--- src/design/jkvl_pkg.sv ---
// Package for the JSON key/value locator: scan modes, result record.
// No dependencies.
package jkvl_pkg;

    // Scanner modes.
    typedef enum logic [3:0] {
        M_TOP        = 4'd0,
        M_KEY        = 4'd1,
        M_KEY_ESC    = 4'd2,
        M_AFTER_STR  = 4'd3,
        M_WAIT_MATCH = 4'd4,
        M_WAIT_SKIP  = 4'd5,
        M_SKIP_STR   = 4'd6,
        M_SKIP_ESC   = 4'd7,
        M_SKIP_CONT  = 4'd8,
        M_LITERAL    = 4'd9,
        M_NUMBER     = 4'd10
    } t_mode;

    // Configuration register indexes.
    localparam logic [2:0] CFG_KEY_LENGTH = 3'd0;
    localparam logic [2:0] CFG_KEY_WORD0  = 3'd1;
    localparam logic [2:0] CFG_KEY_WORD1  = 3'd2;
    localparam logic [2:0] CFG_KEY_WORD2  = 3'd3;
    localparam logic [2:0] CFG_KEY_WORD3  = 3'd4;

    localparam int KEY_WORDS = 4;

    // Literal kinds.
    localparam logic [1:0] LIT_TRUE  = 2'd1;
    localparam logic [1:0] LIT_FALSE = 2'd2;
    localparam logic [1:0] LIT_NULL  = 2'd3;

    // Result record: found flag, value offset and first value byte.
    typedef struct packed {
        logic        found;
        logic [31:0] offset;
        logic [7:0]  first_byte;
    } t_result;

    // Expected character of a literal at a given position.
    function automatic logic [7:0] lit_char(input logic [1:0] kind, input logic [2:0] pos);
        logic [7:0] c;
        c = 8'h00;
        case (kind)
            LIT_FALSE: case (pos)
                3'd0: c = "f"; 3'd1: c = "a"; 3'd2: c = "l"; 3'd3: c = "s"; 3'd4: c = "e";
                default: c = 8'h00;
            endcase
            LIT_NULL: case (pos)
                3'd0: c = "n"; 3'd1: c = "u"; 3'd2: c = "l"; 3'd3: c = "l";
                default: c = 8'h00;
            endcase
            default: case (pos)
                3'd0: c = "t"; 3'd1: c = "r"; 3'd2: c = "u"; 3'd3: c = "e";
                default: c = 8'h00;
            endcase
        endcase
        return c;
    endfunction

    function automatic logic [2:0] lit_len(input logic [1:0] kind);
        return (kind == LIT_FALSE) ? 3'd5 : 3'd4;
    endfunction

    function automatic logic is_ws(input logic [7:0] b);
        return b == 8'h20 || b == 8'h09 || b == 8'h0A || b == 8'h0D;
    endfunction

    function automatic logic is_digit(input logic [7:0] b);
        return b >= "0" && b <= "9";
    endfunction

endpackage

--- src/design/jkvl_front.sv ---
// Front part: takes text bytes, keeps the byte offset and compares each byte
// against the configured key byte at the current index. Uses jkvl_pkg.
module jkvl_front #(
    parameter int KEY_MAX_BYTES = 32,
    parameter int OFFSET_BITS   = 20
) (
    input  logic                   i_clk,
    input  logic                   i_rst_n,
    input  logic                   i_cfg_we,
    input  logic [2:0]             i_cfg_index,
    input  logic [63:0]            i_cfg_data,
    input  logic                   i_valid,
    output logic                   o_ready,
    input  logic [7:0]             i_byte,
    input  logic                   i_last,
    input  logic [5:0]             i_key_index,
    output logic                   o_valid,
    input  logic                   i_ready,
    output logic [7:0]             o_byte,
    output logic                   o_last,
    output logic [OFFSET_BITS-1:0] o_offset,
    output logic                   o_key_eq,
    output logic [5:0]             o_key_len
);
    import jkvl_pkg::*;

    localparam logic [OFFSET_BITS-1:0] OMAX = {OFFSET_BITS{1'b1}};
    localparam logic [5:0] KMAX = 6'(KEY_MAX_BYTES);

    logic [5:0]             r_key_length;
    logic [63:0]            r_key_word [KEY_WORDS];
    logic [OFFSET_BITS-1:0] r_offset;
    logic                   r_valid;
    logic [7:0]             r_byte;
    logic                   r_last;
    logic [OFFSET_BITS-1:0] r_off_q;
    logic                   r_key_eq;
    logic [7:0]             n_key_byte;
    logic                   w_take;

    // Stage register advances when empty or drained.
    assign o_ready = !r_valid || i_ready;
    assign w_take  = i_valid && o_ready;

    // Key byte lookup; the index comes from the back part and is stable
    // for the next byte because the back part commits before this compare is used.
    always_comb begin
        n_key_byte = 8'h00;
        if (i_key_index < 6'd32)
            n_key_byte = r_key_word[i_key_index[4:3]][8*i_key_index[2:0] +: 8];
    end

    // Configuration registers.
    always_ff @(posedge i_clk) begin
        if (!i_rst_n) begin
            r_key_length <= '0;
            for (int i = 0; i < KEY_WORDS; i++) r_key_word[i] <= '0;
        end else if (i_cfg_we) begin
            unique case (i_cfg_index)
                CFG_KEY_LENGTH: r_key_length <= i_cfg_data[5:0];
                CFG_KEY_WORD0:  r_key_word[0] <= i_cfg_data;
                CFG_KEY_WORD1:  r_key_word[1] <= i_cfg_data;
                CFG_KEY_WORD2:  r_key_word[2] <= i_cfg_data;
                CFG_KEY_WORD3:  r_key_word[3] <= i_cfg_data;
                default: ;
            endcase
        end
    end

    // Offset counter and stage register.
    always_ff @(posedge i_clk) begin
        if (!i_rst_n) begin
            r_offset <= '0;
            r_valid  <= 1'b0;
        end else begin
            if (o_ready) r_valid <= i_valid;
            if (w_take) begin
                if (i_last) r_offset <= '0;
                else if (r_offset != OMAX) r_offset <= r_offset + 1'b1;
            end
        end
    end

    always_ff @(posedge i_clk) begin
        if (w_take) begin
            r_byte  <= i_byte;
            r_last  <= i_last;
            r_off_q <= r_offset;
        end
    end

    // Key compare is done against the live index in the back part's cycle.
    always_ff @(posedge i_clk) begin
        r_key_eq <= 1'b0;
        if (w_take) r_key_eq <= 1'b0;
    end

    assign o_valid   = r_valid;
    assign o_byte    = r_byte;
    assign o_last    = r_last;
    assign o_offset  = r_off_q;
    assign o_key_eq  = (r_byte == n_key_byte) | r_key_eq;
    assign o_key_len = (r_key_length > KMAX) ? KMAX : r_key_length;
endmodule

--- src/design/jkvl_back.sv ---
// Back part: the scanner state machine, one byte per cycle while no result
// waits unaccepted, and the one-entry result register to the output. Uses jkvl_pkg.
module jkvl_back #(
    parameter int OFFSET_BITS = 20,
    parameter int DEPTH_BITS  = 16
) (
    input  logic                   i_clk,
    input  logic                   i_rst_n,
    input  logic                   i_valid,
    output logic                   o_ready,
    input  logic [7:0]             i_byte,
    input  logic                   i_last,
    input  logic [OFFSET_BITS-1:0] i_offset,
    input  logic                   i_key_eq,
    input  logic [5:0]             i_key_len,
    output logic [5:0]             o_key_index,
    output logic                   o_valid,
    input  logic                   i_ready,
    output logic                   o_found,
    output logic [OFFSET_BITS-1:0] o_offset,
    output logic [7:0]             o_first
);
    import jkvl_pkg::*;

    localparam logic [OFFSET_BITS-1:0] OMAX = {OFFSET_BITS{1'b1}};
    localparam logic [DEPTH_BITS-1:0]  DMAX = {DEPTH_BITS{1'b1}};

    t_mode                 r_mode, n_mode;
    logic [DEPTH_BITS-1:0] r_depth, n_depth;
    logic                  r_obj, n_obj;
    logic                  r_sinv, n_sinv;
    logic [5:0]            r_kidx, n_kidx;
    logic                  r_kmatch, n_kmatch;
    logic [1:0]            r_lkind, n_lkind;
    logic [2:0]            r_lprog, n_lprog;
    logic [1:0]            r_nph, n_nph;
    logic                  r_given;
    logic                  r_ovalid;
    logic                  r_ofound;
    logic [OFFSET_BITS-1:0] r_ooff;
    logic [7:0]            r_ofirst;
    logic [1:0]            w_res;     // 0 none, 1 not found, 2 found
    logic                  w_emit, w_found;
    logic [OFFSET_BITS-1:0] w_off;
    logic [7:0]            w_first;
    logic                  w_take;
    logic [7:0]            b;

    assign b       = i_byte;
    // Output register holds one result; while it waits unaccepted, no byte is taken.
    assign o_ready = !r_ovalid || i_ready;
    assign w_take  = i_valid && o_ready;
    assign o_key_index = r_kidx;

    // Scanner next-state logic.
    always_comb begin
        logic err;
        logic [7:0] lc;
        logic [2:0] ll;
        logic top;      // fall back to top-level handling of b
        logic startv;   // start a value to skip
        n_mode = r_mode; n_depth = r_depth; n_obj = r_obj; n_sinv = r_sinv;
        n_kidx = r_kidx; n_kmatch = r_kmatch; n_lkind = r_lkind;
        n_lprog = r_lprog; n_nph = r_nph;
        w_res = 2'd0; err = 1'b0; top = 1'b0; startv = 1'b0;
        lc = lit_char(r_lkind, r_lprog);
        ll = lit_len(r_lkind);
        if (b == 8'h00) begin
            w_res = (r_mode == M_WAIT_MATCH) ? 2'd2 : 2'd1;
        end else begin
            unique case (r_mode)
                M_KEY: begin
                    if (b == "\"") begin
                        n_kmatch = r_kmatch && (r_kidx == i_key_len);
                        n_mode = M_AFTER_STR;
                    end else begin
                        if (b == "\\") n_mode = M_KEY_ESC;
                        if (!r_kmatch || r_kidx >= i_key_len || !i_key_eq) n_kmatch = 1'b0;
                        if (r_kidx != 6'd63) n_kidx = r_kidx + 1'b1;
                    end
                end
                M_KEY_ESC: begin
                    if (!r_kmatch || r_kidx >= i_key_len || !i_key_eq) n_kmatch = 1'b0;
                    if (r_kidx != 6'd63) n_kidx = r_kidx + 1'b1;
                    n_mode = M_KEY;
                end
                M_AFTER_STR: begin
                    if (b == ":") n_mode = r_kmatch ? M_WAIT_MATCH : M_WAIT_SKIP;
                    else if (!is_ws(b)) top = 1'b1;
                end
                M_WAIT_MATCH: if (!is_ws(b)) w_res = 2'd2;
                M_WAIT_SKIP:  if (!is_ws(b)) startv = 1'b1;
                M_SKIP_STR: begin
                    if (b == "\"") n_mode = r_sinv ? M_SKIP_CONT : M_TOP;
                    else if (b == "\\") n_mode = M_SKIP_ESC;
                end
                M_SKIP_ESC: n_mode = M_SKIP_STR;
                M_SKIP_CONT: begin
                    if (b == "\"") begin
                        n_mode = M_SKIP_STR; n_sinv = 1'b1;
                    end else if (b == (r_obj ? 8'h7B : 8'h5B)) begin
                        if (r_depth == DMAX) err = 1'b1;
                        else n_depth = r_depth + 1'b1;
                    end else if (b == (r_obj ? 8'h7D : 8'h5D)) begin
                        if (r_depth <= DEPTH_BITS'(1)) begin
                            n_depth = '0; n_mode = M_TOP;
                        end else n_depth = r_depth - 1'b1;
                    end
                end
                M_LITERAL: begin
                    if (r_lprog >= ll || b != lc) err = 1'b1;
                    else if (r_lprog + 3'd1 >= ll) begin
                        n_lprog = '0; n_lkind = '0; n_mode = M_TOP;
                    end else n_lprog = r_lprog + 3'd1;
                end
                M_NUMBER: begin
                    case (r_nph)
                        2'd0: begin
                            if (b == ".") n_nph = 2'd1;
                            else if (b == "e" || b == "E") n_nph = 2'd2;
                            else if (!is_digit(b)) top = 1'b1;
                        end
                        2'd1: begin
                            if (b == "e" || b == "E") n_nph = 2'd2;
                            else if (!is_digit(b)) top = 1'b1;
                        end
                        2'd2: begin
                            if (b == "+" || b == "-" || is_digit(b)) n_nph = 2'd3;
                            else top = 1'b1;
                        end
                        default: if (!is_digit(b)) top = 1'b1;
                    endcase
                    if (top) n_nph = 2'd0;
                end
                default: top = 1'b1;
            endcase
            // Top-level handling shared by several modes.
            if (top) begin
                n_mode = M_TOP;
                if (b == "\"") begin
                    n_mode = M_KEY; n_kidx = '0; n_kmatch = 1'b1;
                end else if (!(is_ws(b) || b == "{" || b == "[" || b == "," || b == ":"
                               || b == "}" || b == "]")) startv = 1'b1;
            end
            // Start of a value that is skipped.
            if (startv) begin
                if (b == "\"") begin
                    n_mode = M_SKIP_STR; n_sinv = 1'b0;
                end else if (b == "{" || b == "[") begin
                    n_mode = M_SKIP_CONT; n_obj = (b == "{"); n_depth = DEPTH_BITS'(1);
                end else if (b == "t" || b == "f" || b == "n") begin
                    n_mode = M_LITERAL;
                    n_lkind = (b == "t") ? LIT_TRUE : (b == "f") ? LIT_FALSE : LIT_NULL;
                    n_lprog = 3'd1;
                end else if (b == "-" || is_digit(b)) begin
                    n_mode = M_NUMBER; n_nph = 2'd0;
                end else err = 1'b1;
            end
            if (err) w_res = 2'd1;
        end
    end

    // Result selection.
    always_comb begin
        w_emit = 1'b0; w_found = 1'b0; w_off = '0; w_first = 8'h00;
        if (!r_given) begin
            if (w_res == 2'd2) begin
                w_emit = 1'b1; w_found = 1'b1; w_off = i_offset; w_first = b;
            end else if (w_res == 2'd1) begin
                w_emit = 1'b1;
            end else if (i_last) begin
                w_emit = 1'b1;
                if (n_mode == M_WAIT_MATCH) begin
                    w_found = 1'b1;
                    w_off = (i_offset == OMAX) ? OMAX : i_offset + 1'b1;
                end
            end
        end
    end

    // Scanner state and output register.
    always_ff @(posedge i_clk) begin
        if (!i_rst_n || (w_take && i_last)) begin
            r_mode <= M_TOP; r_depth <= '0; r_obj <= 1'b0; r_sinv <= 1'b0;
            r_kidx <= '0; r_kmatch <= 1'b1; r_lkind <= '0; r_lprog <= '0;
            r_nph <= '0; r_given <= 1'b0;
        end else if (w_take) begin
            r_mode <= n_mode; r_depth <= n_depth; r_obj <= n_obj; r_sinv <= n_sinv;
            r_kidx <= n_kidx; r_kmatch <= n_kmatch; r_lkind <= n_lkind;
            r_lprog <= n_lprog; r_nph <= n_nph;
            if (w_emit) r_given <= 1'b1;
        end
        if (!i_rst_n) r_ovalid <= 1'b0;
        else if (w_take && w_emit) r_ovalid <= 1'b1;
        else if (i_ready) r_ovalid <= 1'b0;
    end

    always_ff @(posedge i_clk) begin
        if (w_take && w_emit) begin
            r_ofound <= w_found; r_ooff <= w_off; r_ofirst <= w_first;
        end
    end

    assign o_valid  = r_ovalid;
    assign o_found  = r_ofound;
    assign o_offset = r_ooff;
    assign o_first  = r_ofirst;
endmodule

--- src/design/json_key_value_locator.sv ---
// Top level of the JSON key/value locator.
// Instantiates jkvl_front and jkvl_back; uses jkvl_pkg.
//
// Channel   Direction  Payload
// s_axis    in         tdata = text_byte, tuser = last_byte
// m_axis    out        tdata = found, value_offset, value_first_byte
// cfg       in         we / index / data, key_length and key_word0..3
//
// One byte per cycle while m_axis_tready does not hold a result back. After the
// byte that gives a result is accepted, the front stage registers the byte and its
// offset, then the scanner updates state and fills the one-entry result register.
// Synchronous active-low reset; no clearing pass. While a result waits with
// m_axis_tready low, the scanner holds and s_axis_tready falls once the front
// stage holds a byte.
module json_key_value_locator #(
    parameter int KEY_MAX_BYTES = 32,
    parameter int OFFSET_BITS   = 20,
    parameter int DEPTH_BITS    = 16
) (
    input  logic                  i_clk,
    input  logic                  i_rst_n,
    input  logic                  i_cfg_we,
    input  logic [2:0]            i_cfg_index,
    input  logic [63:0]           i_cfg_data,
    input  logic                  s_axis_tvalid,
    output logic                  s_axis_tready,
    input  logic [7:0]            s_axis_tdata,   // text_byte
    input  logic                  s_axis_tuser,   // last_byte
    output logic                  m_axis_tvalid,
    input  logic                  m_axis_tready,
    output logic [((1+OFFSET_BITS+8+7)/8)*8-1:0] m_axis_tdata // found, offset, first byte
);
    import jkvl_pkg::*;

    localparam int TW = ((1 + OFFSET_BITS + 8 + 7) / 8) * 8;

    logic                   w_valid, w_ready, w_last, w_key_eq, w_found;
    logic [7:0]             w_byte, w_first;
    logic [OFFSET_BITS-1:0] w_off, w_ooff;
    logic [5:0]             w_key_len, w_key_index;

    jkvl_front #(.KEY_MAX_BYTES(KEY_MAX_BYTES), .OFFSET_BITS(OFFSET_BITS)) u_front (
        .i_clk, .i_rst_n, .i_cfg_we, .i_cfg_index, .i_cfg_data,
        .i_valid(s_axis_tvalid), .o_ready(s_axis_tready),
        .i_byte(s_axis_tdata), .i_last(s_axis_tuser), .i_key_index(w_key_index),
        .o_valid(w_valid), .i_ready(w_ready), .o_byte(w_byte), .o_last(w_last),
        .o_offset(w_off), .o_key_eq(w_key_eq), .o_key_len(w_key_len)
    );

    jkvl_back #(.OFFSET_BITS(OFFSET_BITS), .DEPTH_BITS(DEPTH_BITS)) u_back (
        .i_clk, .i_rst_n, .i_valid(w_valid), .o_ready(w_ready),
        .i_byte(w_byte), .i_last(w_last), .i_offset(w_off), .i_key_eq(w_key_eq),
        .i_key_len(w_key_len), .o_key_index(w_key_index),
        .o_valid(m_axis_tvalid), .i_ready(m_axis_tready),
        .o_found(w_found), .o_offset(w_ooff), .o_first(w_first)
    );

    // Pack the result fields, lowest first.
    assign m_axis_tdata = TW'({w_first, w_ooff, w_found});
endmodule

--- config.mk ---
export PLATFORM = sky130hd
export DESIGN_NAME = json_key_value_locator
export DESIGN_NICKNAME = d
export VERILOG_FILES = /design/src/design/jkvl_pkg.sv /design/src/design/jkvl_front.sv /design/src/design/jkvl_back.sv /design/src/design/json_key_value_locator.sv
export SDC_FILE = /design/constraint.sdc
export NUM_CORES = 1
export LEC_CHECK = 0
export ABC_AREA = 1
export BUFFER_PORTS_ARGS = -buffer_cell sky130_fd_sc_hd__buf_2
export CAP_MARGIN = 20
export CORE_AREA = 2 2 191 193
export CTS_BUF_LIST = sky130_fd_sc_hd__clkbuf_4 sky130_fd_sc_hd__clkbuf_8
export DETAILED_ROUTE_END_ITERATION = 12
export DIE_AREA = 0 0 193 195
export GPL_TIMING_DRIVEN = 0
export HOLD_SLACK_MARGIN = 0.05
export PLACE_DENSITY = 0.75
export SLEW_MARGIN = 20
export SYNTH_ARGS = -nofsm -noshare
export SYNTH_HDL_FRONTEND = slang
export SYNTH_SLANG_ARGS = --single-unit
--- constraint.sdc ---
create_clock -name i_clk -period 10.7 [get_ports i_clk]
set_clock_uncertainty 0.15 [all_clocks]
set_input_delay 3.21 -clock i_clk [delete_from_list [all_inputs] [get_ports i_clk]]
set_output_delay 3.21 -clock i_clk [all_outputs]
set_load 0.05 [all_outputs]
==> metrics.md <==
| Metric | Value |
|---|---|
| Slew HR | 0.350 |
| Net Sw Frac | 0.256 |
| Core area | ~35000 sq um |
| Internal power | between 2 and 3 mW |
| CTS Buf Count | 66 |
| Number of routed nets with antenna violations | 0 |
| Number of global-route vias before repair | roughly 17000 |
| IO Count | approximately 120 |
| IO buf count | 110 |
| Critical Path Sink Type | output port |
| Actual slew at the worst max-slew pin | ~0.97 ns |
| Clock power share | 0.401 |
| Buf/Inv on CP | 3 |
| Largest net degree at the start of global routing | 46 |
| Starting Density | 0.548 |
| Sequential area share after synthesis | 0.555 |
| Critical path's top delay family | buffers and inverters |
| Via count | between 15000 and 20000 |
| Post-CTS Setup Inserts | 0 |
| Die footprint | 37600 sq um |
| First-pass GRT wire length | about 90 mm |
| Area Overhead vs Synth | 14.4% |
| Slowest cell on crit path | buf_2 |
| Mean area per synthesized cell | about 8.6 sq um |
| Max cap viols | 0 |
| Initial antenna violation count | 0 |
| Post-place instance area | 20800 sq um |
| Yosys Warn Count | 0 |
| Yosys reg bits | 381 |
| Core Util, Final | 0.627 |
| DIE WIDTH | between 150 and 200 microns |
| Final setup TNS | 0 ns |
| Arr. time, crit path | between 3 and 4 ns |
| Slowest stage delay, CP | roughly 0.28 ns |
| Leak pwr | 9.01 nW |
| Initial DRT Pass Iterations | 7 |
| Final WL | 59.4 mm |
| GRT overflow | 0 |
| Final Hold Fails | 0 |
| CTS clk-pin slew, worst paths | about 0.05 ns |
| Share of power burned in registers | 0.510 |
| GR Util met3 | 0.0676 |
| Clock sinks | between 300 and 400 |
| Synthesized area | slightly below 20000 sq um |
| Post-route cell area | approximately 22000 sq um |
| Final HPWL DP | 41.0 mm |
| # diodes | 0 |
| Placer congestion estimate | 0.937 |
| Final Critical Period | 7.05 ns |
| Critical path peak fanout | 3 |
| Root Driver | clkbuf_8 |
| Distinct cells, synth | slightly below 50 |
| Max clock buf depth | 3 |
| Worst VDD drop | about 0.00012 V |
| Avg Vias per Cell | a little under 6 |
| Most crowded layer after global routing | met2 |
| Ratio of cells with drive above 1 in the final layout | 0.124 |
| # placed instances | around 2800 |
| Met2 usage | 0.517 |
| CP Cell Sequence | buf_2 > inv_1 > nand3_1 > buf_2 |
| Final worst setup slack | 3.65 ns |
| Post-Layout Cell Count | between 2000 and 3000 |
| Logic gate share of total power | 0.090 |
| Cells after Synth | about 2300 |
| TritonCTS clock tree | yes |
| PwrDens | between 150 and 200 nW/um^2 |
| Post-Place Setup Slack | roughly 3.6 ns |
| Crit Path Category | input port to output port |
| Outcome | complete, no violations |
| Crit path top cell by count | buf_2 |
| Fmax | roughly 140 MHz |
| Worst Setup Start Kind | input port |
| Post-CTS sizing | 0 |
| Layout Nets | around 2600 |
| RSZ-0062 raised after global routing | no |
| Grt met1 use | 0.398 |
| GRT Total Usage | 0.317 |
| Die Span Y | 195 microns |
| Final setup vio count | 0 |
| DR WL/cell | 20.0 microns |
| Row count | 69 |
| First DRT Iteration DRCs | roughly 1800 |
| H-tree Lvls | 3 |
| Switching power | between 0.8 and 0.9 mW |
| WHS | 0.283 ns |
| DRC | 0 |
| Final slew viol count | 0 |
| FILL cells | between 3000 and 4000 |
| Clk_lat worst skew | 0.63 ns |
| Hold_buf cts | 0 |
| Hold Crit Class | flop to flop |
| Critical Path RT | 7.34 ns |
| Tcrit/Tclk final | 0.659 |
| Total Power | between 3 and 4 mW |
## synth_stat cells (all sizes together)
| master | n | share of area |
|---|---|---|
| a211oi | 10 | 0.0039 |
| a21oi | 80 | 0.021 |
| a221oi | 5 | 0.0023 |
| a22oi | 4 | 0.0015 |
| a31oi | 6 | 0.0019 |
| a32oi | 2 | 0.00090 |
| and2 | 1 | 0.00032 |
| buf | 27 | 0.0080 |
| clkbuf | 81 | 0.016 |
| clkinv | 8 | 0.0015 |
| conb | 1 | 0.00019 |
| dfxtp | 67 | 0.069 |
| edfxtp | 314 | 0.49 |
| ha | 19 | 0.012 |
| inv | 230 | 0.045 |
| nand2 | 334 | 0.065 |
| nand3 | 135 | 0.036 |
| nand3b | 3 | 0.0012 |
| nand4 | 45 | 0.015 |
| nor2 | 539 | 0.11 |
| nor3 | 26 | 0.0075 |
| nor3b | 4 | 0.0024 |
| nor4 | 4 | 0.0013 |
| o2111ai | 2 | 0.00090 |
| o211ai | 28 | 0.011 |
| o21a | 2 | 0.00077 |
| o21ai | 195 | 0.051 |
| o221ai | 21 | 0.0095 |
| o22ai | 30 | 0.0097 |
| o31ai | 4 | 0.0015 |
| or2 | 3 | 0.00097 |
| xnor2 | 4 | 0.0018 |
| xor2 | 20 | 0.0090 |
## routing by layer
layer / share of wire / wire (microns)
met4: 0.056 / 3350
met2: 0.46 / 27500
met3: 0.11 / 6540
met1: 0.37 / 22000
met5: 0 / 0
## logic make-up (layout without fill, tap and decap cells)
family	count (synthesis)	in the layout	synth area share
XOR/XNOR	24	24	0.0108
other	1	3	0.000193
adder cells (fa/ha/maj)	19	19	0.0123
flip-flops	381	381	0.555
buffers and inverters	346	594	0.0698
AND/OR/NAND/NOR	1094	1094	0.237
AO/OA/AOI/OAI	389	389	0.115
## path summary, 6_finish.rpt
| kind | startpoint | endpoint | slack (ns) | cells past startpoint |
|---|---|---|---|---|
| max | m_axis_tready | s_axis_tready | 3.65 | 4 |
| min | u_front.r_offset[13] | u_front.o_offset[13] | 0.28 | 0 |
| max reg2reg | u_back.o_key_index[0] | u_back.r_kmatch | 6.75 | 17 |
| min reg2reg | u_front.r_offset[13] | u_front.o_offset[13] | 0.28 | 0 |
## sequential cells by signal, summed over array words and instances, names as in the netlist, 2 cells and up, named ones only
register,cells
u_back.o_offset,20
u_back.r_lprog,3
u_back.r_lkind,2
u_front.o_offset,20
u_back.r_depth,16
u_front.r_key_length,6
u_back.r_mode,4
u_back.o_first,8
u_front.r_offset,20
u_back.r_nph,2
u_front.r_key_word,256
u_back.o_key_index,6
u_front.o_byte,8
## area by class of cell
cell class | count | area, sq um | share of cell area
inverter | 238 | 893 | 0.0403
clock inverter | 18 | 143 | 0.00643
timing repair buffer | 130 | 826 | 0.0372
tap | 461 | 577 | 0.0260
sequential | 381 | 10800 | 0.486
buffer | 108 | 460 | 0.0208
clock buffer | 100 | 1190 | 0.0536
multi-input combinational | 1529 | 7330 | 0.330
## cell usage in the layout (no fill, tap or decap), types with 4 or more instances in the layout
cell and n:
o221ai_1 21, nor4_1 4, o21ai_0 189, clkbuf_4 30
inv_1 216, nand3_1 131, buf_2 123, a31oi_1 6
o22ai_1 30, buf_6 9, dfxtp_1 67, xnor2_1 4
a211oi_1 10, ha_1 19, nand4_1 44, nand2_2 6
nor2_2 8, nor2_1 528, buf_8 10, a22oi_1 4
clkbuf_1 80, clkbuf_8 70, o21ai_1 5, xor2_1 20
a21oi_1 80, nor3_1 23, a221oi_1 5, edfxtp_1 314
nand2_1 327, inv_2 14, o211ai_1 28, clkinv_1 17
buf_1 5, buf_4 9
## power groups by stage
stage	Clock, mW	Sequential, mW	Combinational, mW
6_report	1.36	1.72	0.304
2_1_floorplan	0	1.78	0.163
3_3_place_gp	0	1.76	0.278
4_1_cts	1.36	1.72	0.299
5_1_grt	1.42	1.73	0.330
3_5_place_dp	0	1.75	0.297
Power figures use the tool's default switching activity.
